## src/hdl/bcu_pkg.sv

```systemverilog
package bcu_pkg;

  localparam int unsigned MAX_M = 67;
  localparam int unsigned M_W   = 7;
  localparam int unsigned R_W   = 64;
  localparam int unsigned CNT_W = 6;

  // divider operand selects
  localparam logic [1:0] SEL_GCD = 2'd0;   // a % b
  localparam logic [1:0] SEL_DQ  = 2'd1;   // d / g
  localparam logic [1:0] SEL_RQ  = 2'd2;   // r / g
  localparam logic [1:0] SEL_NQ  = 2'd3;   // numer / dq

  typedef struct packed {
    logic       load;
    logic       gcd_init;
    logic       div_start;
    logic [1:0] div_sel;
    logic       gcd_step;
    logic       save_dq;
    logic       save_rq;
    logic       save_nq;
    logic       mul_step;
    logic       set_out;
  } cmd_t;

  typedef struct packed {
    logic div_done;
    logic b_zero;
    logic d_over;
    logic bad;
  } sts_t;

endpackage

```

## src/hdl/bcu_if.sv

```systemverilog
interface bcu_req_if;
  logic                     valid;
  logic                     ready;
  logic [bcu_pkg::M_W-1:0]  set_size;
  logic [bcu_pkg::M_W-1:0]  pick_count;
  modport source (output valid, set_size, pick_count, input ready);
  modport sink (input valid, set_size, pick_count, output ready);
endinterface

interface bcu_rsp_if;
  logic                     valid;
  logic                     ready;
  logic [bcu_pkg::R_W-1:0]  combinations;
  logic                     bad_request;
  modport source (output valid, combinations, bad_request, input ready);
  modport sink (input valid, combinations, bad_request, output ready);
endinterface

```

## src/hdl/binomial_coefficient_unit.sv

```systemverilog
// Binomial coefficient unit: each request (set_size m, pick_count n) returns
// one response with combinations = C(m, n) as 64-bit unsigned, or
// bad_request = 1 and combinations = 0 when n > m or m > MAX_M (67).
// One request is worked on at a time; the next is taken once the previous
// response has been written to the output register, which may still be
// waiting for its consumer. All divisions share the single restoring
// divider: each of the n steps runs a Euclidean gcd of (r, d) with k
// remainder passes, then divides d/g, r/g and numer/dq. A bad request
// or n = 0 goes from S_CHECK straight to S_FIN without any division.
module binomial_coefficient_unit (
  input  logic         clk,
  input  logic         rst,
  bcu_req_if.sink      req,
  bcu_rsp_if.source    rsp
);

  bcu_pkg::cmd_t cmd;
  bcu_pkg::sts_t sts;

  // sequencer: walks the steps and the gcd loop
  bcu_ctrl u_ctrl (
    .clk       (clk),
    .rst       (rst),
    .req_valid (req.valid),
    .req_ready (req.ready),
    .rsp_valid (rsp.valid),
    .rsp_ready (rsp.ready),
    .sts       (sts),
    .cmd       (cmd)
  );

  // running product, gcd registers, shared divider, result register
  bcu_dp u_dp (
    .clk          (clk),
    .set_size     (req.set_size),
    .pick_count   (req.pick_count),
    .cmd          (cmd),
    .sts          (sts),
    .combinations (rsp.combinations),
    .bad_request  (rsp.bad_request),
    .rst          (rst)
  );

`ifndef SYNTHESIS
  // an error response never carries a count
  a_bad_zero: assert property (@(posedge clk) disable iff (rst)
    (rsp.valid && rsp.bad_request) |-> (rsp.combinations == '0))
    else $error("bad request with nonzero count");

  // a valid count is never zero
  a_ok_nonzero: assert property (@(posedge clk) disable iff (rst)
    (rsp.valid && !rsp.bad_request) |-> (rsp.combinations != '0))
    else $error("zero count on good request");

  // one request at a time
  a_one_inflight: assert property (@(posedge clk) disable iff (rst)
    (req.valid && req.ready) |=> !req.ready)
    else $error("request taken while busy");
`endif

endmodule

```

## src/hdl/bcu_div.sv

```systemverilog
module bcu_div (
  input  logic                     clk,
  input  logic                     rst,
  input  logic                     start,
  input  logic [bcu_pkg::R_W-1:0]  dividend,
  input  logic [bcu_pkg::R_W-1:0]  divisor,
  output logic                     done,
  output logic [bcu_pkg::R_W-1:0]  quotient,
  output logic [bcu_pkg::R_W-1:0]  remainder
);

  logic                      busy;
  logic [bcu_pkg::CNT_W-1:0] cnt;
  logic [bcu_pkg::R_W:0]     rem_sh;
  logic                      ge;

  // restoring division, one quotient bit per cycle
  assign rem_sh = {remainder, quotient[bcu_pkg::R_W-1]};
  assign ge     = rem_sh >= {1'b0, divisor};

  always_ff @(posedge clk) begin
    if (rst) begin
      busy <= 1'b0;
      done <= 1'b0;
      cnt  <= '0;
    end else begin
      done <= 1'b0;
      if (start && !busy) begin
        busy <= 1'b1;
        cnt  <= '0;
      end else if (busy) begin
        cnt <= cnt + 1'b1;
        if (cnt == '1) begin
          busy <= 1'b0;
          done <= 1'b1;
        end
      end
    end
  end

  always_ff @(posedge clk) begin
    if (start && !busy) begin
      quotient  <= dividend;
      remainder <= '0;
    end else if (busy) begin
      quotient <= {quotient[bcu_pkg::R_W-2:0], ge};
      if (ge) begin
        remainder <= rem_sh[bcu_pkg::R_W-1:0] - divisor;
      end else begin
        remainder <= rem_sh[bcu_pkg::R_W-1:0];
      end
    end
  end

endmodule

```

## src/hdl/bcu_dp.sv

```systemverilog
module bcu_dp (
  input  logic                     clk,
  input  logic [bcu_pkg::M_W-1:0]  set_size,
  input  logic [bcu_pkg::M_W-1:0]  pick_count,
  input  bcu_pkg::cmd_t            cmd,
  output bcu_pkg::sts_t            sts,
  output logic [bcu_pkg::R_W-1:0]  combinations,
  output logic                     bad_request,
  input  logic                     rst
);

  logic [bcu_pkg::M_W-1:0]  m, n, numer, d;
  logic [bcu_pkg::R_W-1:0]  r, a, b, dq, rq;
  logic [bcu_pkg::M_W-1:0]  nq;
  logic [bcu_pkg::R_W-1:0]  dvd, dvs, quo, rem;
  logic                     done;

  always_comb begin
    case (cmd.div_sel)
      bcu_pkg::SEL_GCD: begin dvd = a; dvs = b; end
      bcu_pkg::SEL_DQ: begin dvd = {{(bcu_pkg::R_W-bcu_pkg::M_W){1'b0}}, d}; dvs = a; end
      bcu_pkg::SEL_RQ: begin dvd = r; dvs = a; end
      bcu_pkg::SEL_NQ: begin dvd = {{(bcu_pkg::R_W-bcu_pkg::M_W){1'b0}}, numer}; dvs = dq; end
      default: begin dvd = a; dvs = b; end
    endcase
  end

  bcu_div u_div (
    .clk       (clk),
    .rst       (rst),
    .start     (cmd.div_start),
    .dividend  (dvd),
    .divisor   (dvs),
    .done      (done),
    .quotient  (quo),
    .remainder (rem)
  );

  assign sts.div_done = done;
  assign sts.b_zero   = (b == '0);
  assign sts.d_over   = (d > n);
  assign sts.bad      = (n > m) || (m > bcu_pkg::M_W'(bcu_pkg::MAX_M));

  always_ff @(posedge clk) begin
    if (cmd.load) begin
      m     <= set_size;
      n     <= pick_count;
      numer <= set_size;
      d     <= bcu_pkg::M_W'(1);
      r     <= bcu_pkg::R_W'(1);
    end
    if (cmd.gcd_init) begin
      a <= r;
      b <= {{(bcu_pkg::R_W-bcu_pkg::M_W){1'b0}}, d};
    end
    if (cmd.gcd_step) begin
      a <= b;
      b <= rem;
    end
    if (cmd.save_dq) dq <= quo;
    if (cmd.save_rq) rq <= quo;
    if (cmd.save_nq) nq <= quo[bcu_pkg::M_W-1:0];   // numer / dq fits numer's width
    if (cmd.mul_step) begin
      r     <= rq * {{(bcu_pkg::R_W-bcu_pkg::M_W){1'b0}}, nq};
      numer <= numer - 1'b1;
      d     <= d + 1'b1;
    end
    if (cmd.set_out) begin
      combinations <= sts.bad ? '0 : r;
      bad_request  <= sts.bad;
    end
  end

endmodule

```

## src/hdl/bcu_ctrl.sv

```systemverilog
module bcu_ctrl (
  input  logic          clk,
  input  logic          rst,
  input  logic          req_valid,
  output logic          req_ready,
  output logic          rsp_valid,
  input  logic          rsp_ready,
  input  bcu_pkg::sts_t sts,
  output bcu_pkg::cmd_t cmd
);

  localparam logic [2:0] S_IDLE  = 3'd0;
  localparam logic [2:0] S_CHECK = 3'd1;
  localparam logic [2:0] S_GINIT = 3'd2;
  localparam logic [2:0] S_GTEST = 3'd3;
  localparam logic [2:0] S_WGCD  = 3'd4;
  localparam logic [2:0] S_WDIV  = 3'd5;
  localparam logic [2:0] S_MUL   = 3'd6;
  localparam logic [2:0] S_FIN   = 3'd7;

  logic [2:0] state, state_next;
  logic [1:0] sel, sel_next;     // divide in flight during S_WGCD / S_WDIV
  logic       rsp_valid_next;

  assign req_ready = (state == S_IDLE);

  always_comb begin
    state_next     = state;
    sel_next       = sel;
    rsp_valid_next = rsp_valid && !rsp_ready;
    cmd            = '0;
    cmd.div_sel    = sel;
    case (state)
      S_IDLE: begin
        if (req_valid) begin
          cmd.load   = 1'b1;
          state_next = S_CHECK;
        end
      end
      S_CHECK: begin
        if (sts.bad || sts.d_over) state_next = S_FIN;
        else state_next = S_GINIT;
      end
      S_GINIT: begin
        cmd.gcd_init = 1'b1;
        state_next   = S_GTEST;
      end
      S_GTEST: begin
        cmd.div_start = 1'b1;
        if (sts.b_zero) begin
          cmd.div_sel = bcu_pkg::SEL_DQ;
          sel_next    = bcu_pkg::SEL_DQ;
          state_next  = S_WDIV;
        end else begin
          cmd.div_sel = bcu_pkg::SEL_GCD;
          sel_next    = bcu_pkg::SEL_GCD;
          state_next  = S_WGCD;
        end
      end
      S_WGCD: begin
        if (sts.div_done) begin
          cmd.gcd_step = 1'b1;
          state_next   = S_GTEST;
        end
      end
      S_WDIV: begin
        if (sts.div_done) begin
          case (sel)
            bcu_pkg::SEL_DQ: begin
              cmd.save_dq   = 1'b1;
              cmd.div_start = 1'b1;
              cmd.div_sel   = bcu_pkg::SEL_RQ;
              sel_next      = bcu_pkg::SEL_RQ;
            end
            bcu_pkg::SEL_RQ: begin
              cmd.save_rq   = 1'b1;
              cmd.div_start = 1'b1;
              cmd.div_sel   = bcu_pkg::SEL_NQ;
              sel_next      = bcu_pkg::SEL_NQ;
            end
            default: begin
              cmd.save_nq = 1'b1;
              state_next  = S_MUL;
            end
          endcase
        end
      end
      S_MUL: begin
        cmd.mul_step = 1'b1;
        state_next   = S_CHECK;
      end
      S_FIN: begin
        if (!rsp_valid || rsp_ready) begin
          cmd.set_out    = 1'b1;
          rsp_valid_next = 1'b1;
          state_next     = S_IDLE;
        end
      end
      default: state_next = S_IDLE;
    endcase
  end

  always_ff @(posedge clk) begin
    if (rst) begin
      state     <= S_IDLE;
      sel       <= bcu_pkg::SEL_GCD;
      rsp_valid <= 1'b0;
    end else begin
      state     <= state_next;
      sel       <= sel_next;
      rsp_valid <= rsp_valid_next;
    end
  end

endmodule

```

## src/flat_wrapper.sv

```systemverilog
// flat-port wrapper written by rule: the top's interface ports become plain ports
module binomial_coefficient_unit_flat 
  (clk, rst, req_valid, req_set_size, req_pick_count, req_ready, rsp_valid, rsp_combinations, rsp_bad_request, rsp_ready);
  bcu_req_if req_i ();
  bcu_rsp_if rsp_i ();
  input  logic clk;
  input  logic rst;
  input wire logic [$bits(req_i.valid)-1:0] req_valid;
  input wire logic [$bits(req_i.set_size)-1:0] req_set_size;
  input wire logic [$bits(req_i.pick_count)-1:0] req_pick_count;
  output wire logic [$bits(req_i.ready)-1:0] req_ready;
  output wire logic [$bits(rsp_i.valid)-1:0] rsp_valid;
  output wire logic [$bits(rsp_i.combinations)-1:0] rsp_combinations;
  output wire logic [$bits(rsp_i.bad_request)-1:0] rsp_bad_request;
  input wire logic [$bits(rsp_i.ready)-1:0] rsp_ready;
  assign req_i.valid = req_valid;
  assign req_i.set_size = req_set_size;
  assign req_i.pick_count = req_pick_count;
  assign req_ready = req_i.ready;
  assign rsp_valid = rsp_i.valid;
  assign rsp_combinations = rsp_i.combinations;
  assign rsp_bad_request = rsp_i.bad_request;
  assign rsp_i.ready = rsp_ready;
  binomial_coefficient_unit u_core (.clk(clk), .rst(rst), .req(req_i), .rsp(rsp_i));
endmodule
```

## config.mk

```make
export PLATFORM = sky130hd
export DESIGN_NAME = binomial_coefficient_unit_flat
export DESIGN_NICKNAME = d
export VERILOG_FILES = /design/src/hdl/bcu_pkg.sv /design/src/hdl/bcu_if.sv /design/src/hdl/binomial_coefficient_unit.sv /design/src/hdl/bcu_div.sv /design/src/hdl/bcu_dp.sv /design/src/hdl/bcu_ctrl.sv /design/src/flat_wrapper.sv
export SDC_FILE = /design/constraint.sdc
export NUM_CORES = 2
export LEC_CHECK = 0
export BUFFER_PORTS_ARGS = -buffer_cell sky130_fd_sc_hd__buf_4
export CAP_MARGIN = 5
export CORE_MARGIN = 8
export CORE_UTILIZATION = 54
export DETAILED_ROUTE_END_ITERATION = 12
export PLACE_DENSITY = 0.7
export SYNTH_ARGS = -nofsm -noshare
export SYNTH_HDL_FRONTEND = slang
export SYNTH_HIERARCHICAL = 1
export SYNTH_SLANG_ARGS = --single-unit
```

## constraint.sdc

```tcl
create_clock -name clk -period 8.4 [get_ports clk]
set_input_delay 2.52 -clock clk [delete_from_list [all_inputs] [get_ports clk]]
set_output_delay 2.52 -clock clk [all_outputs]
set_load 0.005 [all_outputs]
```

Word-level counts from Yosys, hierarchy flattened:

Cells that the tools add are included.

* equal/unequal tests: 19
* mux-type cells: 49
* divide/modulo/power cells: 0
* bitwise gates (word level): 1
* shifts and indexed selects: 0
* reduce and logical (&&, ||, !) cells: 21
* multiply operators: 1
* magnitude comparators: 4
* add/subtract/negate cells: 4

Operators by type and width (number)
* 2-to-1 mux 64 bit: 9
* one-hot mux 64 bit (4 select lines): 1
* one-hot mux 64 bit (3 select lines): 1
* greater-or-equal comparator 65 x 64 -> 1 bit: 1
* zero test 64 bit: 1
* multiplier 64 x 7 -> 64 bit: 1
* subtractor 64 bit: 1
* 2-to-1 mux 7 bit: 4
* 2-to-1 mux 3 bit: 9
* one-hot mux 3 bit (8 select lines): 1
* 2-to-1 mux 1 bit: 19
* greater-than comparator 7 bit: 2
* == test 3 bit, second input constant: 4
* one-hot mux 3 bit (2 select lines): 2
* inequality test 2 bit, second input constant: 5
* one-hot mux 2 bit (2 select lines): 2
* nonzero test 2 bit: 4
* adder 7 x 1 -> 7 bit, second input constant: 1
* greater-than comparator 7 bit, second input constant: 1
* subtractor 7 x 1 -> 7 bit, second input constant: 1
* adder 6 x 1 -> 6 bit, second input constant: 1
* == test 2 bit, second input constant: 3
* == test 3 x 2 -> 1 bit, second input constant: 2
* == test 6 bit, second input constant: 1
* other kinds (14): 22

* bits in read-only memories: 0
* memories: 0
* latch bits: 0
* flip-flop bits (word level): 562
* output and inout bits: 67
* word-level logic and storage cells: 119
* bits of input ports: 18
* bits in writable memories: 0

Depth between registers and ports, before layout:

* depth in word-level cells: 10
* mapped depth: 29
* depth with buffers taken out: 22

By module:

The synthesis kept the hierarchy.

Modules (own cells, without submodules)
* bcu_dp: area each 30564.3 µm², seq. area each 12612.1 µm², times used 1, cells each 2731
* bcu_div: area each 9608.0 µm², seq. area each 3363.2 µm², times used 1, cells each 1091
* bcu_ctrl: area each 494.2 µm², seq. area each 120.1 µm², times used 1, cells each 67

Least setup slack after synthesis:

OpenSTA, ideal clock, no wires.

* kind: input-to-reg
* from: input port rsp_ready
* to: register u_core.u_dp.bad_request (enable)
* buffers on the path: 0
* path slack: 2.354 ns
* data arrival time: 5.550 ns
* required time: 7.904 ns
* library setup time: 0.496 ns
* cell stages on the path: 2
* cells stage by stage: nand2b_1 nor2b_1

RTL lines
* start: declaration: RTL line flat_wrapper.sv:15 `input wire logic [$bits(rsp_i.ready)-1:0] rsp_ready;`
* end signal: assignment: RTL line bcu_dp.sv:70 `bad_request <= sts.bad;`
* end: declaration: RTL line bcu_dp.sv:8 `output logic bad_request,`

==> results.sh <==
export IMPL_p_leak_uw=0.0177
export IMPL_design_die_area_sq_um=84300
export IMPL_start_util=0.546
export IMPL_power_share_clock=0.260
export IMPL_outcome="finished clean"
export IMPL_crit_path_end="u_core/u_dp/u_div/remainder[58]$_SDFFE_PP0P_"
export IMPL_synth_async_reset_ratio=0
export IMPL_ys_seq_area_frac=0.396
export IMPL_drtIter0Drc=3108
export IMPL_grt_pass1_wl_um=169000
export IMPL_grt_setup_unrepaired="false"
export IMPL_internal_power_uw=6190
export IMPL_route_final_wire_length_um=108000
export IMPL_port_buffers=84
export IMPL_timing_critical_path_from="u_core/u_dp/b[4]$_DFFE_PP_"
export IMPL_synth_enable_flop_cells=484
export IMPL_grt_pass1_vias=28504
export IMPL_finalWorstPathRequiredPeriod_ns=7.94
export IMPL_clkSinkCount=562
export IMPL_worst_r2r_startpoint="u_core/u_dp/b[4]$_DFFE_PP_"
export IMPL_syn_area_sq_um=40700
export IMPL_post_placement_worst_setup_slack_ns=0.711
export IMPL_netSwitchingPower_uw=3540
export IMPL_synth_most_common_cell="sky130_fd_sc_hd__edfxtp_1"
export IMPL_worst_slew_margin_rel=0.234
export IMPL_max_cap_violations=0
export IMPL_track_usage=0.251
export IMPL_hold_path_class="reg -> reg"
export IMPL_fraction_of_post_synthesis_cell_area_in_the_top_cell_type_by_area=0.357
export IMPL_nFillCells=6194
export IMPL_floorplan_die_height_um=290
export IMPL_cts_clk_slew_worst_paths_ns=0.06
export IMPL_end_kind="flop"
export IMPL_irDropWorstVdd_v=0.000180
export IMPL_r2r_slack_ns=0.46
export IMPL_floorplan_rows=100
export IMPL_ctsHoldBuffers=0
export IMPL_postSynthAreaPerCell_sq_um=10.5
export IMPL_finalNetCount=4330
export IMPL_hold_start="u_core/u_dp/u_div/quotient[30]$_DFFE_PP_"
export IMPL_post_cts_resize_count=0
export IMPL_share_of_layout_cells_above_drive_strength_1=0.0992
export IMPL_drt_antenna_violating_nets=0
export IMPL_insertion_delay_ns=0.64
export IMPL_drt_drc_violations_left=0
export IMPL_setup_viol_count_final=0
export IMPL_p_seq_frac=0.431
export IMPL_timing_reg2reg_worst_path_depth=20
export IMPL_detail_route_wl_per_cell_um=22.0
export IMPL_maximum_clock_path_buffer_count=3
export IMPL_count_of_final_hold_check_violations=0
export IMPL_ys_types=91
export IMPL_r2r_end="u_core/u_dp/u_div/remainder[58]$_SDFFE_PP0P_"
export IMPL_cp_data_arrival_time_ns=8.48
export IMPL_inserted_diodes=0
export IMPL_fmax_mhz=126
export IMPL_ys_top_cells_by_count="sky130_fd_sc_hd__edfxtp_1, sky130_fd_sc_hd__and2_1, sky130_fd_sc_hd__inv_1, sky130_fd_sc_hd__nand2_1, sky130_fd_sc_hd__fa_1"
export IMPL_combinationalPowerShare=0.310
export IMPL_synth_warning_count=6
export IMPL_power_share_switching=0.364
export IMPL_final_setup_skew_ns=0.0555
export IMPL_detailedPlacementHpwl_um=80200
export IMPL_dr_pass1_iters=6
export IMPL_layout_worst_path_cycle_share=0.945
export IMPL_grt_max_degree=99
export IMPL_holdPathStages=0
export IMPL_synth_seq_cells=562
export IMPL_gpl_final_weighted_congestion=0.939
export IMPL_synthCells=3889
export IMPL_totalNegativeSetupSlack_ns=0
export IMPL_final_core_utilization=0.589
export IMPL_regArea_sq_um=16100
export IMPL_net_count_of_the_mapped_netlist=4358
export IMPL_h_tree_depth=2
export IMPL_synth_area_leaders="sky130_fd_sc_hd__edfxtp_1, sky130_fd_sc_hd__fa_1, sky130_fd_sc_hd__and2_1"
export IMPL_synth_flop_cell="sky130_fd_sc_hd__edfxtp_1"
export IMPL_finalMaxSlewViolations=0
export IMPL_worst_path_max_fanout=34
export IMPL_multi_input_comb_area_sq_um=22400
export IMPL_antenna_found_initial=2
export IMPL_flow_area_growth_from_synthesis_pct=7.76
export IMPL_setup_worst_path_class="reg -> reg"
export IMPL_timing_critical_path_from_type="flop"
export IMPL_ctsRootBufferMaster="sky130_fd_sc_hd__clkbuf_16"
export IMPL_cts_post_setup_buffers_inserted=0
export IMPL_grt_ovfl_total=0
export IMPL_dieWidth_um=290
export IMPL_power_density_nw_per_um2=222
export IMPL_critical_path_required_ns=8.94
export IMPL_floorplan_io_pins=85
export IMPL_final_critical_path_setup_slack_ns=0.461
export IMPL_detail_route_vias_per_cell=5.99
export IMPL_numCtsBuffers=60
export IMPL_cts_tree="yes"
export IMPL_synth_top_area_cell="sky130_fd_sc_hd__edfxtp_1"
export IMPL_timing_worst_slew_pin_value_ns=1.15
export IMPL_core_area_sq_um=74400
export IMPL_detailroute_via_count=29232
[critical path, cell delays in order (launching register included)]
cell                       delay (ns)
sky130_fd_sc_hd__edfxtp_1        0.54
sky130_fd_sc_hd__nor4_1          0.66
sky130_fd_sc_hd__nand4_1         0.26
sky130_fd_sc_hd__nor4_1          0.55
sky130_fd_sc_hd__inv_1           0.18
sky130_fd_sc_hd__o221ai_1        0.35
sky130_fd_sc_hd__ha_2            0.60
sky130_fd_sc_hd__buf_4           0.44
sky130_fd_sc_hd__a22oi_1         0.19
sky130_fd_sc_hd__o21ai_0         0.30
sky130_fd_sc_hd__inv_1           0.13
sky130_fd_sc_hd__ha_1            0.43
sky130_fd_sc_hd__nand2_1         0.14
sky130_fd_sc_hd__or3_1           0.45
sky130_fd_sc_hd__nor3_1          0.53
sky130_fd_sc_hd__nand4_1         0.35
sky130_fd_sc_hd__o21ai_0         0.29
sky130_fd_sc_hd__a221o_1         0.16
sky130_fd_sc_hd__a31o_4          0.44
sky130_fd_sc_hd__nand2_1         0.46
sky130_fd_sc_hd__o21ai_0         0.34
[area by class of cell]
cell class / instances / share of cell area
Clock buffer: 81 / 0.0365
Multi-Input combinational cell: 2743 / 0.510
Sequential cell: 562 / 0.367
Tap cell: 969 / 0.0277
Inverter: 375 / 0.0321
Timing Repair Buffer: 119 / 0.0207
Clock inverter: 32 / 0.00534
[placed cells by master (no fill, tap or decap), types with 19 or more instances in the layout]
cell	count
sky130_fd_sc_hd__o21ai_0	183
sky130_fd_sc_hd__xnor2_1	76
sky130_fd_sc_hd__nor4_1	24
sky130_fd_sc_hd__a21oi_1	167
sky130_fd_sc_hd__o21ai_1	47
sky130_fd_sc_hd__and3_1	19
sky130_fd_sc_hd__inv_1	371
sky130_fd_sc_hd__nand2_1	359
sky130_fd_sc_hd__a21o_1	81
sky130_fd_sc_hd__nor2_1	142
sky130_fd_sc_hd__clkbuf_1	19
sky130_fd_sc_hd__mux2_2	136
sky130_fd_sc_hd__clkbuf_16	60
sky130_fd_sc_hd__buf_4	118
sky130_fd_sc_hd__dfxtp_1	78
sky130_fd_sc_hd__a22o_1	57
sky130_fd_sc_hd__mux2i_1	50
sky130_fd_sc_hd__edfxtp_1	484
sky130_fd_sc_hd__a31oi_1	28
sky130_fd_sc_hd__fa_1	293
sky130_fd_sc_hd__xor2_1	53
sky130_fd_sc_hd__nand3_1	40
sky130_fd_sc_hd__ha_1	156
sky130_fd_sc_hd__nor3_1	33
sky130_fd_sc_hd__o21bai_1	24
sky130_fd_sc_hd__nand4_1	44
sky130_fd_sc_hd__a22oi_1	64
sky130_fd_sc_hd__and2_1	458
[sequential cells by signal (all words and copies together) (netlist names), 2 cells and up]
signal                       cells
u_core/u_ctrl/sel                2
u_core/u_ctrl/state              3
u_core/u_dp/a                   64
u_core/u_dp/b                   64
u_core/u_dp/combinations        64
u_core/u_dp/d                    7
u_core/u_dp/dq                  64
u_core/u_dp/m                    7
u_core/u_dp/n                    7
u_core/u_dp/nq                   7
u_core/u_dp/numer                7
u_core/u_dp/r                   64
u_core/u_dp/rq                  64
u_core/u_dp/u_div/cnt            6
u_core/u_dp/u_div/quotient      64
u_core/u_dp/u_div/remainder     64
[power by group through the flow]
| stage | logic, uW | registers (uW) | clock network [uW] |
|---|---|---|---|
| floorplan | 2280 | 3930 | 0 |
| global placement | 2940 | 4220 | 0 |
| detailed placement | 2950 | 4220 | 0 |
| CTS | 2970 | 4170 | 2570 |
| global route | 3300 | 4230 | 2670 |
| finish | 3010 | 4190 | 2530 |
[per-layer routing]
layer | vias to the layer above | track usage | part of all wire
met5 | - | 0 | 0
met4 | 0 | 0.0677 | 0.027
met3 | 165 | 0.0460 | 0.098
met2 | 1314 | 0.362 | 0.42
met1 | 14354 | 0.385 | 0.46
li1 | 13399 | - | -
[per-stage QoR]
stage               std cells  total power [uW]  instance area (sq um)  hold WS, ns
CTS                      4881              9710                  43800        0.487
global placement         4768              7160                  42000        0.456
global route             4881             10200                  43800        0.501
floorplan                3889              6220                  40700        0.441
finish                   4881              9730                  43800        0.482
detailed placement       4768              7170                  42000        0.467
[cells by family (layout without fill, tap and decap cells)]
group | after synthesis | in the layout | share of synthesized area
muxes | 186 | 186 | 0.0500
AOI/OAI and AO/OA | 788 | 788 | 0.126
adders and majority gates | 451 | 451 | 0.193
xor gates and xnor gates | 129 | 129 | 0.0278
buffers and inverters | 584 | 607 | 0.0563
DFF | 562 | 562 | 0.396
and+or+nand+nor | 1189 | 1189 | 0.151
[how the worst min path moves through the flow]
stage / slack (ns) / to
2_1_floorplan: 0.44 / u_core/u_dp/dq[10]$_DFFE_PP_
3_3_place_gp: 0.46 / u_core/u_dp/dq[59]$_DFFE_PP_
3_5_place_dp: 0.47 / u_core/u_dp/rq[19]$_DFFE_PP_
4_1_cts: 0.49 / u_core/u_dp/dq[30]$_DFFE_PP_
5_1_grt: 0.50 / u_core/u_dp/dq[12]$_DFFE_PP_
6_report: 0.48 / u_core/u_dp/dq[30]$_DFFE_PP_
(Power assumes the default switching activity.)
